==> config.mk <==
export PLATFORM = sky130hd
export DESIGN_NAME = pan_tilt_track_and_search
export DESIGN_NICKNAME = d
export VERILOG_FILES = /design/src/sv/pttas_pkg.sv /design/src/sv/pttas_ctrl.sv /design/src/sv/pttas_dp.sv /design/src/sv/pan_tilt_track_and_search.sv
export SDC_FILE = /design/constraint.sdc
export NUM_CORES = 2
export LEC_CHECK = 0
export BUFFER_PORTS_ARGS = -buffer_cell sky130_fd_sc_hd__buf_4
export CORE_MARGIN = 5
export CORE_UTILIZATION = 40
export CTS_CLUSTER_DIAMETER = 100
export DETAILED_ROUTE_END_ITERATION = 6
export PLACE_DENSITY_LB_ADDON = 0.15
export SLEW_MARGIN = 0
export SYNTH_ARGS = -nofsm -noshare
export SYNTH_HDL_FRONTEND = slang
export SYNTH_SLANG_ARGS = --single-unit
==> constraint.sdc <==
create_clock -name i_clk -period 27.7 [get_ports i_clk]
set_input_delay 5.54 -clock i_clk [delete_from_list [all_inputs] [get_ports i_clk]]
set_output_delay 5.54 -clock i_clk [all_outputs]
set_load 0.05 [all_outputs]
==> src/sv/pttas_pkg.sv <==
// Shared types, codes and a helper function for the pan and tilt track and search block.
package pttas_pkg;

    typedef logic signed [12:0] t_ang;

    localparam t_ang ANG_MAX = 13'sd4095;
    localparam t_ang ANG_MIN = -13'sd4096;

    localparam logic [2:0] PH_ONE   = 3'd0;
    localparam logic [2:0] PH_TWO   = 3'd1;
    localparam logic [2:0] PH_THREE = 3'd2;
    localparam logic [2:0] PH_FOUR  = 3'd3;
    localparam logic [2:0] PH_NONE  = 3'd4;

    localparam logic [2:0] REG_PAN_PROP    = 3'd0;
    localparam logic [2:0] REG_PAN_DIFF    = 3'd1;
    localparam logic [2:0] REG_TILT_PROP   = 3'd2;
    localparam logic [2:0] REG_TILT_DIFF   = 3'd3;
    localparam logic [2:0] REG_PAN_LEFT    = 3'd4;
    localparam logic [2:0] REG_PAN_RIGHT   = 3'd5;
    localparam logic [2:0] REG_TILT_TOP    = 3'd6;
    localparam logic [2:0] REG_TILT_BOTTOM = 3'd7;

    localparam logic [15:0] RST_PROP_GAIN = 16'd410;
    localparam logic [15:0] RST_DIFF_GAIN = 16'd901;
    localparam t_ang RST_LEFT   = 13'sd480;
    localparam t_ang RST_RIGHT  = -13'sd480;
    localparam t_ang RST_TOP    = 13'sd960;
    localparam t_ang RST_BOTTOM = -13'sd400;

    typedef enum logic [2:0] {
        OP_MOVE,
        OP_CLEAR,
        OP_NEAR,
        OP_FAR,
        OP_INIT,
        OP_STEP
    } t_op;

    typedef enum logic [3:0] {
        ST_IDLE,
        ST_MOVE,
        ST_CLEAR,
        ST_TRK_ERR,
        ST_TRK_MUL1,
        ST_TRK_MUL2,
        ST_TRK_ACC,
        ST_TRK_APPLY,
        ST_CLAMP,
        ST_DIV_SETUP,
        ST_DIV_ITER,
        ST_INIT_FIN,
        ST_STEP_ADD,
        ST_STEP_CLAMP,
        ST_STEP_PHASE,
        ST_DONE
    } t_state;

    typedef enum logic [3:0] {
        CMD_NONE,
        CMD_LOAD,
        CMD_MOVE,
        CMD_CLEAR,
        CMD_TRK_ERR,
        CMD_MUL1,
        CMD_MUL2,
        CMD_ACC,
        CMD_APPLY,
        CMD_CLAMP,
        CMD_DIV_SETUP,
        CMD_DIV_ITER,
        CMD_INIT_FIN,
        CMD_STEP_ADD,
        CMD_STEP_PHASE
    } t_cmd;

    typedef struct packed {
        t_cmd       cmd;
        logic [1:0] term;
        logic       out_load;
    } t_ctrl;

    typedef struct packed {
        logic init_clamp;
    } t_stat;

    typedef struct packed {
        logic [2:0] opcode;
        t_ang       error_x;
        t_ang       error_y;
        t_ang       target_pan;
        t_ang       target_tilt;
        logic [2:0] start_phase;
    } t_item;

    typedef struct packed {
        logic [3:0][15:0] gain;
        t_ang             left;
        t_ang             right;
        t_ang             top;
        t_ang             bottom;
    } t_cfg;

    function automatic t_ang sat_ang(input logic signed [39:0] v);
        t_ang r;
        if (v > 40'sd4095) begin
            r = ANG_MAX;
        end else if (v < -40'sd4096) begin
            r = ANG_MIN;
        end else begin
            r = v[12:0];
        end
        return r;
    endfunction

endpackage

==> src/sv/pttas_ctrl.sv <==
// Sequencing state machine: steps the datapath through each opcode.
module pttas_ctrl #(
    parameter int DIV_STEPS = 24
) (
    input  logic              i_clk,
    input  logic              i_rst_n,
    input  logic              i_in_valid,
    input  logic [2:0]        i_opcode,
    input  pttas_pkg::t_stat  i_stat,
    input  logic              i_out_free,
    output logic              o_in_ready,
    output pttas_pkg::t_ctrl  o_ctrl
);

    localparam int CNT_W = $clog2(DIV_STEPS);

    pttas_pkg::t_state r_state, n_state;
    logic [1:0]       r_term, n_term;
    logic [CNT_W-1:0] r_div_cnt, n_div_cnt;

    always_ff @(posedge i_clk) begin
        if (!i_rst_n) begin
            r_state   <= pttas_pkg::ST_IDLE;
            r_term    <= '0;
            r_div_cnt <= '0;
        end else begin
            r_state   <= n_state;
            r_term    <= n_term;
            r_div_cnt <= n_div_cnt;
        end
    end

    always_comb begin
        n_state   = r_state;
        n_term    = r_term;
        n_div_cnt = r_div_cnt;
        unique case (r_state)
            pttas_pkg::ST_IDLE: begin
                if (i_in_valid) begin
                    unique case (pttas_pkg::t_op'(i_opcode))
                        pttas_pkg::OP_MOVE:  n_state = pttas_pkg::ST_MOVE;
                        pttas_pkg::OP_CLEAR: n_state = pttas_pkg::ST_CLEAR;
                        pttas_pkg::OP_NEAR:  n_state = pttas_pkg::ST_TRK_ERR;
                        pttas_pkg::OP_FAR:   n_state = pttas_pkg::ST_TRK_ERR;
                        pttas_pkg::OP_INIT:  n_state = pttas_pkg::ST_DIV_SETUP;
                        pttas_pkg::OP_STEP:  n_state = pttas_pkg::ST_STEP_ADD;
                        default:             n_state = pttas_pkg::ST_DONE;
                    endcase
                end
            end
            pttas_pkg::ST_MOVE:  n_state = pttas_pkg::ST_CLAMP;
            pttas_pkg::ST_CLEAR: n_state = pttas_pkg::ST_DONE;
            pttas_pkg::ST_TRK_ERR: begin
                n_term  = '0;
                n_state = pttas_pkg::ST_TRK_MUL1;
            end
            pttas_pkg::ST_TRK_MUL1: n_state = pttas_pkg::ST_TRK_MUL2;
            pttas_pkg::ST_TRK_MUL2: n_state = pttas_pkg::ST_TRK_ACC;
            pttas_pkg::ST_TRK_ACC: begin
                n_term = r_term + 2'd1;
                if (r_term == 2'd3) begin
                    n_state = pttas_pkg::ST_TRK_APPLY;
                end else begin
                    n_state = pttas_pkg::ST_TRK_MUL1;
                end
            end
            pttas_pkg::ST_TRK_APPLY: n_state = pttas_pkg::ST_CLAMP;
            pttas_pkg::ST_CLAMP:     n_state = pttas_pkg::ST_DONE;
            pttas_pkg::ST_DIV_SETUP: begin
                n_div_cnt = '0;
                n_state   = pttas_pkg::ST_DIV_ITER;
            end
            pttas_pkg::ST_DIV_ITER: begin
                n_div_cnt = r_div_cnt + CNT_W'(1);
                if (r_div_cnt == CNT_W'(DIV_STEPS - 1)) begin
                    n_state = pttas_pkg::ST_INIT_FIN;
                end
            end
            pttas_pkg::ST_INIT_FIN: begin
                if (i_stat.init_clamp) begin
                    n_state = pttas_pkg::ST_CLAMP;
                end else begin
                    n_state = pttas_pkg::ST_DONE;
                end
            end
            pttas_pkg::ST_STEP_ADD:   n_state = pttas_pkg::ST_STEP_CLAMP;
            pttas_pkg::ST_STEP_CLAMP: n_state = pttas_pkg::ST_STEP_PHASE;
            pttas_pkg::ST_STEP_PHASE: n_state = pttas_pkg::ST_DONE;
            pttas_pkg::ST_DONE: begin
                if (i_out_free) begin
                    n_state = pttas_pkg::ST_IDLE;
                end
            end
            default: n_state = pttas_pkg::ST_IDLE;
        endcase
    end

    always_comb begin
        o_in_ready      = 1'b0;
        o_ctrl.cmd      = pttas_pkg::CMD_NONE;
        o_ctrl.term     = r_term;
        o_ctrl.out_load = 1'b0;
        unique case (r_state)
            pttas_pkg::ST_IDLE: begin
                o_in_ready = 1'b1;
                if (i_in_valid) begin
                    o_ctrl.cmd = pttas_pkg::CMD_LOAD;
                end
            end
            pttas_pkg::ST_MOVE:       o_ctrl.cmd = pttas_pkg::CMD_MOVE;
            pttas_pkg::ST_CLEAR:      o_ctrl.cmd = pttas_pkg::CMD_CLEAR;
            pttas_pkg::ST_TRK_ERR:    o_ctrl.cmd = pttas_pkg::CMD_TRK_ERR;
            pttas_pkg::ST_TRK_MUL1:   o_ctrl.cmd = pttas_pkg::CMD_MUL1;
            pttas_pkg::ST_TRK_MUL2:   o_ctrl.cmd = pttas_pkg::CMD_MUL2;
            pttas_pkg::ST_TRK_ACC:    o_ctrl.cmd = pttas_pkg::CMD_ACC;
            pttas_pkg::ST_TRK_APPLY:  o_ctrl.cmd = pttas_pkg::CMD_APPLY;
            pttas_pkg::ST_CLAMP:      o_ctrl.cmd = pttas_pkg::CMD_CLAMP;
            pttas_pkg::ST_DIV_SETUP:  o_ctrl.cmd = pttas_pkg::CMD_DIV_SETUP;
            pttas_pkg::ST_DIV_ITER:   o_ctrl.cmd = pttas_pkg::CMD_DIV_ITER;
            pttas_pkg::ST_INIT_FIN:   o_ctrl.cmd = pttas_pkg::CMD_INIT_FIN;
            pttas_pkg::ST_STEP_ADD:   o_ctrl.cmd = pttas_pkg::CMD_STEP_ADD;
            pttas_pkg::ST_STEP_CLAMP: o_ctrl.cmd = pttas_pkg::CMD_CLAMP;
            pttas_pkg::ST_STEP_PHASE: o_ctrl.cmd = pttas_pkg::CMD_STEP_PHASE;
            pttas_pkg::ST_DONE:       o_ctrl.out_load = i_out_free;
            default:                  o_ctrl.cmd = pttas_pkg::CMD_NONE;
        endcase
    end

endmodule

==> src/sv/pttas_dp.sv <==
// Datapath: angle state, shared multiplier, restoring divider, clamp and search rules.
module pttas_dp #(
    parameter int ANGLE_FRAC_BITS = 4,
    parameter int COUNT_WIDTH     = 16
) (
    input  logic              i_clk,
    input  logic              i_rst_n,
    input  pttas_pkg::t_ctrl  i_ctrl,
    input  pttas_pkg::t_item  i_item,
    input  pttas_pkg::t_cfg   i_cfg,
    output pttas_pkg::t_stat  o_stat,
    output pttas_pkg::t_ang   o_pan,
    output pttas_pkg::t_ang   o_tilt,
    output logic [2:0]        o_phase,
    output logic [15:0]       o_count
);

    localparam int PAN_STEP  = 5 << ANGLE_FRAC_BITS;
    localparam int TILT_INIT = 10 << ANGLE_FRAC_BITS;
    localparam int EDGE      = 70 << ANGLE_FRAC_BITS;
    localparam int SHIFT     = 32 - ANGLE_FRAC_BITS;
    localparam int NUM_MUL   = 20 << ANGLE_FRAC_BITS;
    localparam int AN_W      = 18 + ANGLE_FRAC_BITS;
    localparam int NUM_W     = AN_W + 1;
    localparam int DV_W      = AN_W + 2;
    localparam logic [58:0] ROUND = 59'(1) << (SHIFT - 1);
    localparam pttas_pkg::t_ang PSTEP_POS = 13'(PAN_STEP);
    localparam pttas_pkg::t_ang PSTEP_NEG = 13'(-PAN_STEP);
    localparam logic [COUNT_WIDTH+1:0] CNT_MAX = {2'b00, {COUNT_WIDTH{1'b1}}};

    pttas_pkg::t_ang r_pan, r_tilt, r_perr, r_terr, r_pinc, r_tinc, r_step, r_bot;
    logic signed [13:0] r_pchg, r_tchg;
    logic [2:0]  r_phase;
    logic [COUNT_WIDTH-1:0] r_count;
    pttas_pkg::t_ang r_ex, r_ey, r_tp, r_tt;
    logic [2:0]  r_sp;
    logic        r_near;
    logic [57:0] r_prod;
    logic signed [37:0] r_acc_pan, r_acc_tilt;
    logic [DV_W-1:0] r_dvd;
    logic [13:0] r_rem;
    logic [14:0] r_dvs;
    logic        r_qneg, r_num_pos, r_num_neg, r_den_zero;

    function automatic pttas_pkg::t_ang eff_bot(input pttas_pkg::t_ang pan,
                                                input pttas_pkg::t_ang bot_cfg);
        logic signed [31:0] p;
        p = 32'(pan);
        if (p > EDGE || p < -EDGE) begin
            return '0;
        end
        return bot_cfg;
    endfunction

    // Clamp of the current angles.
    pttas_pkg::t_ang cl_pan, cl_tilt, cl_bot;
    always_comb begin
        cl_pan = r_pan;
        if (r_pan > i_cfg.left) begin
            cl_pan = i_cfg.left;
        end else if (r_pan < i_cfg.right) begin
            cl_pan = i_cfg.right;
        end
        cl_bot  = eff_bot(cl_pan, i_cfg.bottom);
        cl_tilt = r_tilt;
        if (r_tilt > i_cfg.top) begin
            cl_tilt = i_cfg.top;
        end else if (r_tilt < cl_bot) begin
            cl_tilt = cl_bot;
        end
    end

    // Tracking term operands and the shared multiplier.
    logic signed [13:0] e_sel;
    logic [13:0] e_mag;
    logic [15:0] g_sel;
    logic [28:0] mul_a, mul_b;
    logic [57:0] mul_p;
    always_comb begin
        unique case (i_ctrl.term)
            2'd0:    e_sel = 14'(r_perr);
            2'd1:    e_sel = r_pchg;
            2'd2:    e_sel = 14'(r_terr);
            default: e_sel = r_tchg;
        endcase
        g_sel = i_cfg.gain[i_ctrl.term];
        e_mag = e_sel[13] ? 14'(-e_sel) : 14'(e_sel);
        if (i_ctrl.cmd == pttas_pkg::CMD_MUL2) begin
            mul_a = r_prod[28:0];
            mul_b = r_prod[28:0];
        end else begin
            mul_a = 29'(e_mag);
            mul_b = 29'(g_sel);
        end
    end
    assign mul_p = mul_a * mul_b;

    logic [58:0] rnd_sum, rnd_shift;
    logic signed [36:0] term_s;
    logic signed [37:0] term_w;
    always_comb begin
        rnd_sum   = 59'(r_prod) + ROUND;
        rnd_shift = rnd_sum >> SHIFT;
        term_s    = $signed({1'b0, rnd_shift[35:0]});
        if (e_sel[13]) begin
            term_s = -term_s;
        end
        if (!i_ctrl.term[0]) begin
            term_w = r_near ? (38'(term_s) <<< 1) : 38'(term_s);
        end else begin
            term_w = r_near ? 38'(term_s) : '0;
        end
    end

    // Search init: step size numerator and divisor.
    pttas_pkg::t_ang    div_bot;
    logic signed [13:0] div_diff, div_den;
    logic signed [NUM_W-1:0] div_num;
    logic [AN_W-1:0] div_an;
    logic [13:0] div_ad;
    always_comb begin
        div_bot  = eff_bot(r_pan, i_cfg.bottom);
        div_diff = 14'(i_cfg.top) - 14'(div_bot);
        div_num  = NUM_W'(div_diff) * NUM_W'(NUM_MUL);
        div_den  = 14'(i_cfg.left) - 14'(i_cfg.right);
        div_an   = div_num[NUM_W-1] ? AN_W'(-div_num) : AN_W'(div_num);
        div_ad   = div_den[13] ? 14'(-div_den) : 14'(div_den);
    end

    logic [14:0] rem_sh, rem_nx;
    logic        rem_ge;
    always_comb begin
        rem_sh = {r_rem, r_dvd[DV_W-1]};
        rem_ge = (rem_sh >= r_dvs);
        rem_nx = rem_ge ? (rem_sh - r_dvs) : rem_sh;
    end

    logic signed [39:0] q_s;
    pttas_pkg::t_ang new_step;
    logic [2:0] sp_cl;
    always_comb begin
        q_s = 40'(r_dvd);
        if (r_qneg) begin
            q_s = -q_s;
        end
        if (r_den_zero) begin
            new_step = r_num_pos ? pttas_pkg::ANG_MAX :
                       (r_num_neg ? pttas_pkg::ANG_MIN : '0);
        end else begin
            new_step = pttas_pkg::sat_ang(q_s);
        end
        sp_cl = (r_sp > pttas_pkg::PH_NONE) ? pttas_pkg::PH_NONE : r_sp;
    end

    assign o_stat.init_clamp = (sp_cl == pttas_pkg::PH_TWO) || (sp_cl == pttas_pkg::PH_FOUR);

    // Search phase rules after a step.
    pttas_pkg::t_ang ph_pan, ph_pinc, ph_tinc, up, down;
    logic [2:0] ph_next;
    logic corner_l, corner_r;
    logic [COUNT_WIDTH+1:0] cnt_sum;
    always_comb begin
        up      = r_step;
        down    = pttas_pkg::sat_ang(-40'(r_step));
        ph_pan  = r_pan;
        ph_pinc = r_pinc;
        ph_tinc = r_tinc;
        ph_next = r_phase;
        unique case (r_phase)
            pttas_pkg::PH_ONE: begin
                ph_pan = i_cfg.left;
                if (r_tilt >= i_cfg.top) begin
                    ph_next = pttas_pkg::PH_TWO;
                end else begin
                    ph_pinc = '0;
                    ph_tinc = up;
                end
            end
            pttas_pkg::PH_TWO: begin
                ph_pinc = PSTEP_NEG;
                if (r_tilt >= i_cfg.top) begin
                    ph_tinc = down;
                end else if (r_tilt <= r_bot) begin
                    ph_tinc = up;
                end
                if (r_pan <= i_cfg.right && r_tilt >= i_cfg.top) begin
                    ph_next = pttas_pkg::PH_THREE;
                end
            end
            pttas_pkg::PH_THREE: begin
                ph_pan = i_cfg.right;
                if (r_tilt <= r_bot) begin
                    ph_next = pttas_pkg::PH_FOUR;
                end else begin
                    ph_pinc = '0;
                    ph_tinc = down;
                end
            end
            pttas_pkg::PH_FOUR: begin
                ph_pinc = PSTEP_POS;
                if (r_tilt >= i_cfg.top) begin
                    ph_tinc = down;
                end else if (r_tilt <= r_bot) begin
                    ph_tinc = up;
                end
                if (r_pan >= i_cfg.left && r_tilt <= r_bot) begin
                    ph_next = pttas_pkg::PH_ONE;
                end
            end
            default: ph_next = r_phase;
        endcase
        corner_l = (ph_pan == i_cfg.left) && (r_tilt >= i_cfg.top);
        corner_r = (ph_pan == i_cfg.right) && (r_tilt <= r_bot);
        cnt_sum  = {2'b00, r_count} + (COUNT_WIDTH+2)'(corner_l)
                 + (COUNT_WIDTH+2)'(corner_r);
        if (cnt_sum > CNT_MAX) begin
            cnt_sum = CNT_MAX;
        end
    end

    always_ff @(posedge i_clk) begin
        if (!i_rst_n) begin
            r_pan      <= '0;
            r_tilt     <= '0;
            r_perr     <= '0;
            r_terr     <= '0;
            r_pchg     <= '0;
            r_tchg     <= '0;
            r_pinc     <= '0;
            r_tinc     <= 13'(TILT_INIT);
            r_step     <= '0;
            r_phase    <= pttas_pkg::PH_NONE;
            r_count    <= '0;
            r_bot      <= '0;
            r_near     <= 1'b0;
            r_qneg     <= 1'b0;
            r_num_pos  <= 1'b0;
            r_num_neg  <= 1'b0;
            r_den_zero <= 1'b0;
        end else begin
            unique case (i_ctrl.cmd)
                pttas_pkg::CMD_LOAD: begin
                    r_near <= (i_item.opcode == pttas_pkg::OP_NEAR);
                end
                pttas_pkg::CMD_MOVE: begin
                    r_pan  <= r_tp;
                    r_tilt <= r_tt;
                end
                pttas_pkg::CMD_CLEAR: begin
                    r_perr <= '0;
                    r_terr <= '0;
                    r_pchg <= '0;
                    r_tchg <= '0;
                end
                pttas_pkg::CMD_TRK_ERR: begin
                    r_pchg <= 14'(r_ex) - 14'(r_perr);
                    r_tchg <= 14'(r_ey) - 14'(r_terr);
                    r_perr <= r_ex;
                    r_terr <= r_ey;
                end
                pttas_pkg::CMD_APPLY: begin
                    r_pan  <= pttas_pkg::sat_ang(40'(r_pan) + 40'(r_acc_pan));
                    r_tilt <= pttas_pkg::sat_ang(40'(r_tilt) + 40'(r_acc_tilt));
                end
                pttas_pkg::CMD_CLAMP: begin
                    r_pan  <= cl_pan;
                    r_tilt <= cl_tilt;
                    r_bot  <= cl_bot;
                end
                pttas_pkg::CMD_DIV_SETUP: begin
                    r_qneg     <= div_num[NUM_W-1] != div_den[13];
                    r_num_pos  <= !div_num[NUM_W-1] && (div_num != '0);
                    r_num_neg  <= div_num[NUM_W-1];
                    r_den_zero <= (div_den == '0);
                end
                pttas_pkg::CMD_INIT_FIN: begin
                    r_step  <= new_step;
                    r_phase <= sp_cl;
                    r_count <= '0;
                    if (sp_cl == pttas_pkg::PH_TWO) begin
                        r_pinc <= PSTEP_NEG;
                        r_tinc <= pttas_pkg::sat_ang(-40'(new_step));
                    end else if (sp_cl == pttas_pkg::PH_FOUR) begin
                        r_pinc <= PSTEP_POS;
                        r_tinc <= new_step;
                    end
                end
                pttas_pkg::CMD_STEP_ADD: begin
                    r_pan  <= pttas_pkg::sat_ang(40'(r_pan) + 40'(r_pinc));
                    r_tilt <= pttas_pkg::sat_ang(40'(r_tilt) + 40'(r_tinc));
                end
                pttas_pkg::CMD_STEP_PHASE: begin
                    r_pan   <= ph_pan;
                    r_pinc  <= ph_pinc;
                    r_tinc  <= ph_tinc;
                    r_phase <= ph_next;
                    r_count <= cnt_sum[COUNT_WIDTH-1:0];
                end
                default: r_near <= r_near;
            endcase
        end
    end

    // Operand and working registers without reset.
    always_ff @(posedge i_clk) begin
        if (i_ctrl.cmd == pttas_pkg::CMD_LOAD) begin
            r_ex <= i_item.error_x;
            r_ey <= i_item.error_y;
            r_tp <= i_item.target_pan;
            r_tt <= i_item.target_tilt;
            r_sp <= i_item.start_phase;
        end
        if (i_ctrl.cmd == pttas_pkg::CMD_TRK_ERR) begin
            r_acc_pan  <= '0;
            r_acc_tilt <= '0;
        end else if (i_ctrl.cmd == pttas_pkg::CMD_ACC) begin
            if (i_ctrl.term[1]) begin
                r_acc_tilt <= r_acc_tilt + term_w;
            end else begin
                r_acc_pan <= r_acc_pan + term_w;
            end
        end
        if (i_ctrl.cmd == pttas_pkg::CMD_MUL1 || i_ctrl.cmd == pttas_pkg::CMD_MUL2) begin
            r_prod <= mul_p;
        end
        if (i_ctrl.cmd == pttas_pkg::CMD_DIV_SETUP) begin
            r_dvd <= DV_W'({div_an, 1'b0}) + DV_W'(div_ad);
            r_dvs <= {div_ad, 1'b0};
            r_rem <= '0;
        end else if (i_ctrl.cmd == pttas_pkg::CMD_DIV_ITER) begin
            r_rem <= rem_nx[13:0];
            r_dvd <= {r_dvd[DV_W-2:0], rem_ge};
        end
    end

    logic [COUNT_WIDTH+15:0] count_ext;
    assign count_ext = {16'b0, r_count};
    assign o_pan   = r_pan;
    assign o_tilt  = r_tilt;
    assign o_phase = r_phase;
    assign o_count = count_ext[15:0];

endmodule

==> src/sv/pan_tilt_track_and_search.sv <==
// Top level of the pan and tilt track and search block: ports, registers and result beat.
// Tracking passes four squared terms through one shared multiplier; search init uses a
// restoring divider, one quotient bit per cycle, 20 + ANGLE_FRAC_BITS bits. One beat is in
// work at a time; the next is taken once the result sits in the output register. Reset is
// synchronous.
module pan_tilt_track_and_search #(
    parameter int ANGLE_FRAC_BITS = 4,
    parameter int COUNT_WIDTH     = 16
) (
    input  logic        i_clk,
    input  logic        i_rst_n,
    input  logic        i_s_axis_tvalid,
    output logic        o_s_axis_tready,
    // opcode, error_x, error_y, target_pan, target_tilt, start_phase
    input  logic [63:0] i_s_axis_tdata,
    output logic        o_m_axis_tvalid,
    input  logic        i_m_axis_tready,
    // pan_angle, tilt_angle, search_phase, search_cycles
    output logic [47:0] o_m_axis_tdata,
    input  logic        psel,
    input  logic        penable,
    input  logic        pwrite,
    input  logic [4:0]  paddr,
    input  logic [31:0] pwdata,
    output logic [31:0] prdata,
    output logic        pready
);

    localparam int DIV_STEPS = 20 + ANGLE_FRAC_BITS;

    pttas_pkg::t_cfg  r_cfg;
    pttas_pkg::t_item item;
    pttas_pkg::t_ctrl ctrl;
    pttas_pkg::t_stat stat;
    pttas_pkg::t_ang  pan, tilt;
    logic [2:0]  phase;
    logic [15:0] count;
    logic        r_out_valid;
    logic [47:0] r_out_data;
    logic        out_free;
    logic [2:0]  reg_idx;

    assign pready  = 1'b1;
    assign reg_idx = paddr[4:2];

    always_ff @(posedge i_clk) begin
        if (!i_rst_n) begin
            r_cfg.gain[0] <= pttas_pkg::RST_PROP_GAIN;
            r_cfg.gain[1] <= pttas_pkg::RST_DIFF_GAIN;
            r_cfg.gain[2] <= pttas_pkg::RST_PROP_GAIN;
            r_cfg.gain[3] <= pttas_pkg::RST_DIFF_GAIN;
            r_cfg.left    <= pttas_pkg::RST_LEFT;
            r_cfg.right   <= pttas_pkg::RST_RIGHT;
            r_cfg.top     <= pttas_pkg::RST_TOP;
            r_cfg.bottom  <= pttas_pkg::RST_BOTTOM;
        end else if (psel && penable && pwrite && pready) begin
            unique case (reg_idx)
                pttas_pkg::REG_PAN_PROP:    r_cfg.gain[0] <= pwdata[15:0];
                pttas_pkg::REG_PAN_DIFF:    r_cfg.gain[1] <= pwdata[15:0];
                pttas_pkg::REG_TILT_PROP:   r_cfg.gain[2] <= pwdata[15:0];
                pttas_pkg::REG_TILT_DIFF:   r_cfg.gain[3] <= pwdata[15:0];
                pttas_pkg::REG_PAN_LEFT:    r_cfg.left    <= pwdata[12:0];
                pttas_pkg::REG_PAN_RIGHT:   r_cfg.right   <= pwdata[12:0];
                pttas_pkg::REG_TILT_TOP:    r_cfg.top     <= pwdata[12:0];
                pttas_pkg::REG_TILT_BOTTOM: r_cfg.bottom  <= pwdata[12:0];
                default:                    r_cfg.top     <= r_cfg.top;
            endcase
        end
    end

    always_comb begin
        unique case (reg_idx)
            pttas_pkg::REG_PAN_PROP:    prdata = {16'b0, r_cfg.gain[0]};
            pttas_pkg::REG_PAN_DIFF:    prdata = {16'b0, r_cfg.gain[1]};
            pttas_pkg::REG_TILT_PROP:   prdata = {16'b0, r_cfg.gain[2]};
            pttas_pkg::REG_TILT_DIFF:   prdata = {16'b0, r_cfg.gain[3]};
            pttas_pkg::REG_PAN_LEFT:    prdata = {19'b0, r_cfg.left};
            pttas_pkg::REG_PAN_RIGHT:   prdata = {19'b0, r_cfg.right};
            pttas_pkg::REG_TILT_TOP:    prdata = {19'b0, r_cfg.top};
            pttas_pkg::REG_TILT_BOTTOM: prdata = {19'b0, r_cfg.bottom};
            default:                    prdata = '0;
        endcase
    end

    always_comb begin
        item.opcode      = i_s_axis_tdata[2:0];
        item.error_x     = i_s_axis_tdata[15:3];
        item.error_y     = i_s_axis_tdata[28:16];
        item.target_pan  = i_s_axis_tdata[41:29];
        item.target_tilt = i_s_axis_tdata[54:42];
        item.start_phase = i_s_axis_tdata[57:55];
    end

    assign out_free = !r_out_valid || i_m_axis_tready;

    pttas_ctrl #(
        .DIV_STEPS (DIV_STEPS)
    ) u_ctrl (
        .i_clk      (i_clk),
        .i_rst_n    (i_rst_n),
        .i_in_valid (i_s_axis_tvalid),
        .i_opcode   (item.opcode),
        .i_stat     (stat),
        .i_out_free (out_free),
        .o_in_ready (o_s_axis_tready),
        .o_ctrl     (ctrl)
    );

    pttas_dp #(
        .ANGLE_FRAC_BITS (ANGLE_FRAC_BITS),
        .COUNT_WIDTH     (COUNT_WIDTH)
    ) u_dp (
        .i_clk   (i_clk),
        .i_rst_n (i_rst_n),
        .i_ctrl  (ctrl),
        .i_item  (item),
        .i_cfg   (r_cfg),
        .o_stat  (stat),
        .o_pan   (pan),
        .o_tilt  (tilt),
        .o_phase (phase),
        .o_count (count)
    );

    always_ff @(posedge i_clk) begin
        if (!i_rst_n) begin
            r_out_valid <= 1'b0;
        end else if (ctrl.out_load) begin
            r_out_valid <= 1'b1;
        end else if (i_m_axis_tready) begin
            r_out_valid <= 1'b0;
        end
    end

    always_ff @(posedge i_clk) begin
        if (ctrl.out_load) begin
            r_out_data <= {3'b000, count, phase, tilt, pan};
        end
    end

    assign o_m_axis_tvalid = r_out_valid;
    assign o_m_axis_tdata  = r_out_data;

endmodule
## After elaboration in Yosys (flattened, before gate mapping)

Cells that the tools add are included.

| word-level totals | value |
|---|---|
| register bits after elaboration | 570 |
| input bits | 108 |
| output and inout port bits | 83 |
| word-level logic and storage cells | 303 |

| operators by class | value |
|---|---|
| add/subtract/negate cells | 24 |
| multiply operators | 2 |
| order comparisons | 30 |
| equal/unequal tests | 67 |
| multiplexer cells | 89 |
| bitwise gates (word level) | 1 |
| reductions and logical operators | 49 |

Operator list:

| cell | count |
|---|---|
| 13-bit two-way mux | 35 |
| 40-bit by 13-bit greater-than comparator with 1-bit output, second input constant | 7 |
| 40-bit by 13-bit < comparator with 1-bit output, second input constant | 7 |
| 32-bit case mux with 8 select lines | 1 |
| 13-bit case mux with 2 select lines | 5 |
| 13-bit case mux with 4 select lines | 2 |
| 13-bit negator with 40-bit output | 2 |
| 13-bit by 38-bit adder with 39-bit output | 2 |
| 38-bit adder | 2 |
| 38-bit two-way mux | 2 |
| 37-bit two-way mux | 2 |
| 13-bit case mux with 5 select lines | 1 |
| 4-bit equality test, second input constant | 15 |
| 58-bit by 28-bit adder with 59-bit output, second input constant | 1 |
| 29-bit by 29-bit multiplier with 58-bit output | 1 |
| 29-bit two-way mux | 2 |
| 14-bit case mux with 2 select lines | 2 |
| 4-bit case mux with 14 select lines | 1 |
| 13-bit by 13-bit subtractor with 14-bit output | 4 |
| 4-bit case mux with 13 select lines | 1 |
| 24-bit two-way mux | 2 |
| 14-bit two-way mux | 3 |
| 14-bit case mux with 3 select lines | 1 |
| 40-bit two-way mux | 1 |
| 73 further kinds | 160 |

## Longest topological paths before layout

| depth | value |
|---|---|
| depth after elaboration | 12 |
| depth in mapped cells | 47 |
| mapped depth without buffers | 43 |

## By module

From an unflattened synthesis, not the netlist that was laid out.

| second synthesis, totals | value |
|---|---|
| cells, all modules | 8226 |
| area, all modules | 69988.4 um2 |

Modules (own cells, without submodules):

| module | instances | cells each | area each (um2) | sequential area each (um2) |
|---|---|---|---|---|
| pttas_dp | 1 | 7488 | 62248.5 | 9258.9 |
| pan_tilt_track_and_search | 1 | 637 | 6885.4 | 3693.5 |
| pttas_ctrl | 1 | 101 | 854.6 | 220.2 |

## Worst setup path before layout

No wires, ideal clock.

| timing path | value |
|---|---|
| path type | input -> output |
| from | input port paddr[2] |
| to | output port prdata[3] |
| arrival time | 7.823 ns |
| data required time | 22.160 ns |
| path slack | 14.337 ns |
| cell stages on the path | 7 |
| buffers on the path | 3 |
| path through | clkbuf_1 -> clkbuf_1 -> clkbuf_1 -> nand2_1 -> o22ai_1 -> nand2_1 -> a21oi_1 |

| on the way | value |
|---|---|
| longest elaborated chain between the ends | 2 |
| elaborated cells between the ends (all ways) | 9 |
| classes of those cells | eq/ne (7); mux (1); reduce/logical (1) |

RTL lines:

| what | RTL line | RTL |
|---|---|---|
| start, declared | pan_tilt_track_and_search.sv:23 | `input logic [4:0] paddr,` |
| 3-bit equality test (tied with other cells) | pan_tilt_track_and_search.sv:72 | `unique case (reg_idx)` |
| 32-bit case mux with 8 select lines * | pan_tilt_track_and_search.sv:72 |  |
| end, declared | pan_tilt_track_and_search.sv:25 | `output logic [31:0] prdata,` |

Mark *: on every way between the ends. The rest lies on a longest branch, timed or not. The select of a mux whose other input is x is not followed.

## Final worst setup path

| timing path | value |
|---|---|
| from | input port paddr[2] |
| to | output port prdata[8] |

The elaborated chain is that of the path after synthesis.

==> metrics.md <==
| Metric | Value |
|---|---|
| RePlAce Congestion | 0.946 |
| Final net count | 9618 |
| RSZ-0062 raised after global routing | false |
| Area Overhead vs Synth | 8.77% |
| Total wire length | 226 mm |
| Top FF cell, synth | dfxtp_1 |
| FF+latch count, synth | 560 |
| Worst path required time | 22.16 ns |
| GRT Total Usage | 24.7% |
| Cell variety after synth | 101 |
| PwrDens | 76.3 mW/mm2 |
| Post-DR wirelength/cell | 21.4 um |
| Setup crit end kind | primary output |
| DPL Wire Length | 173 mm |
| PortBufs | 146 |
| Worst Setup Start Kind | input port |
| Synth async-reset ratio | 0% |
| Die area | 0.181 mm2 |
| Die W | 426 um |
| Clock Tree Root | clkbuf_16 |
| Final Max Tran Viols | 0 |
| Sw Pwr | 0.00280 W |
| Crit path time final | 13.36 ns |
| Combinational share of power | 61.5% |
| Worst-path clk slew | 0.06 ns |
| CTS tree | yes |
| Post-Syn Area | 0.0691 mm2 |
| Initial antenna violation count | 7 |
| Fin Setup TNS | 0 ns |
| Total global routing overflow | 0 |
| Static Leak | 34.9 nW |
| Number of max-cap violations | 0 |
| Failing checks | DRC |
| Clock sink count | 560 |
| Worst path bufs/invs | 2 |
| Post-synth top cells | inv_1, nand2_1, fa_1 |
| Via count | 58622 |
| Pre-antenna DRT Iters | 7 |
| Tcrit/Tclk final | 48.2% |
| Slowest CP cell | nor2_1 |
| Most common cell in the netlist | inv_1 |
| Clock share of power | 17.5% |
| Vias/cell | 5.55 |
| Detail Route Antenna Nets | 0 |
| Endpoints failing hold | 0 |
| Worst EP arrival | 7.82 ns |
| Hold_buf cts | 0 |
| Cell Rows | 152 |
| Post-synth EDFFs | 196 |
| Slew @ Worst Pin | 1.28 ns |
| Clock Tree Buf Depth | 3 |
| Critical path class | in -> out |
| Top cells by area, synth | fa_1, ha_1, dfxtp_1 |
| Sequential share of the synthesized area | 19.1% |
| Vias in the first global route | 58500 |
| Critical path's largest stage delay | 0.65 ns |
| Worst min path class | reg -> reg |
| Critical Path, Cell by Cell | buf_4 -> or3_1 -> nor2_1 -> nor2_1 -> buf_4 |
| Crit-path max FO | 57 |
| Die Height | 426 um |
| Total core area | 0.172 mm2 |
| Largest net degree at the start of global routing | 73 |
| Int Power | 0.00294 W |
| H-tree level count | 3 |
| Sequential share of power | 21.0% |
| Initial DRC count | 4528 |
| Yosys top cell area share | 20.7% |
| Worst VDD drop | 0.0960 mV |
| Fmax | 74.8 MHz |
| Sw Share | 48.7% |
| Post_cts resized | 0 |
| Synth area leader | fa_1 |
| Worst-skew pair later-pin latency | 0.69 ns |
| Syn. warnings | 0 |
| I/O pin count | 191 |
| Critical path's top delay family | simple AND/OR/NAND/NOR gates |
| Clock Skews | 0.0386 ns |
| Share of layout cells above drive strength 1 | 6.85% |
| Slew headroom | 12.2% |
| Worst hold slack | 0.459 ns |
| First-pass GRT wire length | 348 mm |
| Outcome | finished, violations left |
| # fillers | 17155 |
| Setup violations, final | 0 |
| Remaining routing DRC violations | 6 |
| Cts bufs inserted | 71 |
| Syn Inst Count | 8235 |
| Syn Area/Cell | 8.39 um2 |
| Post-CTS Setup Repair Bufs | 0 |
| Initial core utilization | 40.3% |
==> routing by layer <==
layer	GRT usage, %	vias up	wire, um	share of wire, %
li1	-	27702	-	-
met1	34.0	28914	102000	45
met2	39.9	1663	102000	45
met3	3.21	341	12900	5.7
met4	8.68	2	8650	3.8
met5	0	-	17	0.0075
==> cell type report <==
cell class	count	area, um2	area share, %
multi-input combinational	6236	50600	67.3
timing repair buffer	275	2060	2.75
clock buffer	87	1910	2.54
tap	2310	2890	3.84
clock inverter	44	608	0.809
antenna	5	12.5	0.0166
sequential	560	13200	17.5
inverter	1045	3930	5.22
==> worst reg2reg max path: cells and delay by family, from the launching register on <==
kind            cells  cell delay (ns)
flops               1             0.43
compound gates     13             3.30
xor+xnor            2             0.62
buf+inv            10             1.63
fa+ha+maj          11             5.07
simple gates        6             1.50
==> kinds of logic after synthesis <==
kind of cell	after synthesis	synth area share, %
fa+ha+maj	1321	31.7
compound gates	1790	16.5
flops	560	19.1
other cells	2	0.0109
simple gates	2595	17.5
mux	126	2.33
xor+xnor	384	4.87
buf+inv	1457	8.06
==> per-stage QoR <==
step | setup slack, ns | utilization, % | power (W) | std cells | cell area (um2)
2_1_floorplan | 14.34 | - | 0.00370 | 8253 | 69200
3_3_place_gp | 14.19 | 42.3 | 0.00467 | 10426 | 72700
3_5_place_dp | 14.18 | 42.3 | 0.00470 | 10426 | 72700
4_1_cts | 14.19 | 43.8 | 0.00575 | 10557 | 75200
5_1_grt | 14.07 | 43.8 | 0.00621 | 10560 | 75200
6_report | 14.34 | 43.8 | 0.00574 | 10562 | 75200
==> path summary, 6_finish.rpt <==
kind,from,end,slack [ns],cells after the start
setup / recovery,paddr[2],prdata[8],14.34,5
hold / removal,u_dp.r_bot[9],u_dp.r_bot[9],0.46,2
setup reg to reg,u_ctrl.r_term[0],u_dp.r_prod[57],14.84,42
hold reg to reg,u_dp.r_bot[9],u_dp.r_bot[9],0.46,2
==> power by group through the flow <==
| stage | logic (W) | registers, W | clock network, W |
|---|---|---|---|
| 2_1_floorplan | 0.00256 | 0.00113 | 0 |
| 3_3_place_gp | 0.00345 | 0.00121 | 0 |
| 3_5_place_dp | 0.00349 | 0.00122 | 0 |
| 4_1_cts | 0.00352 | 0.00120 | 0.00103 |
| 5_1_grt | 0.00393 | 0.00121 | 0.00106 |
| 6_report | 0.00353 | 0.00120 | 0.00101 |
==> layout by cell type (no fill, tap or decap), drive strengths merged, types with 144 or more instances in the layout <==
cell type  Yosys  final
xnor2        257    257
inv         1041   1045
and2         206    206
nand2        981    981
nor2         616    616
edfxtp       196    196
ha           606    606
nand3        144    144
o21ai        374    374
a21oi        590    590
buf           44    275
dfxtp        364    364
fa           715    715
==> state kept, by name, indices dropped and copies added (netlist names), 14 cells and up <==
signal	cells
o_m_axis_tdata	45
r_cfg	116
u_dp.o_count	16
u_dp.r_acc_pan	38
u_dp.r_acc_tilt	38
u_dp.r_dvd	24
u_dp.r_dvs	14
u_dp.r_pchg	14
u_dp.r_prod	58
u_dp.r_rem	14
u_dp.r_tchg	14
No activity file was read; power rests on OpenSTA's default activity.
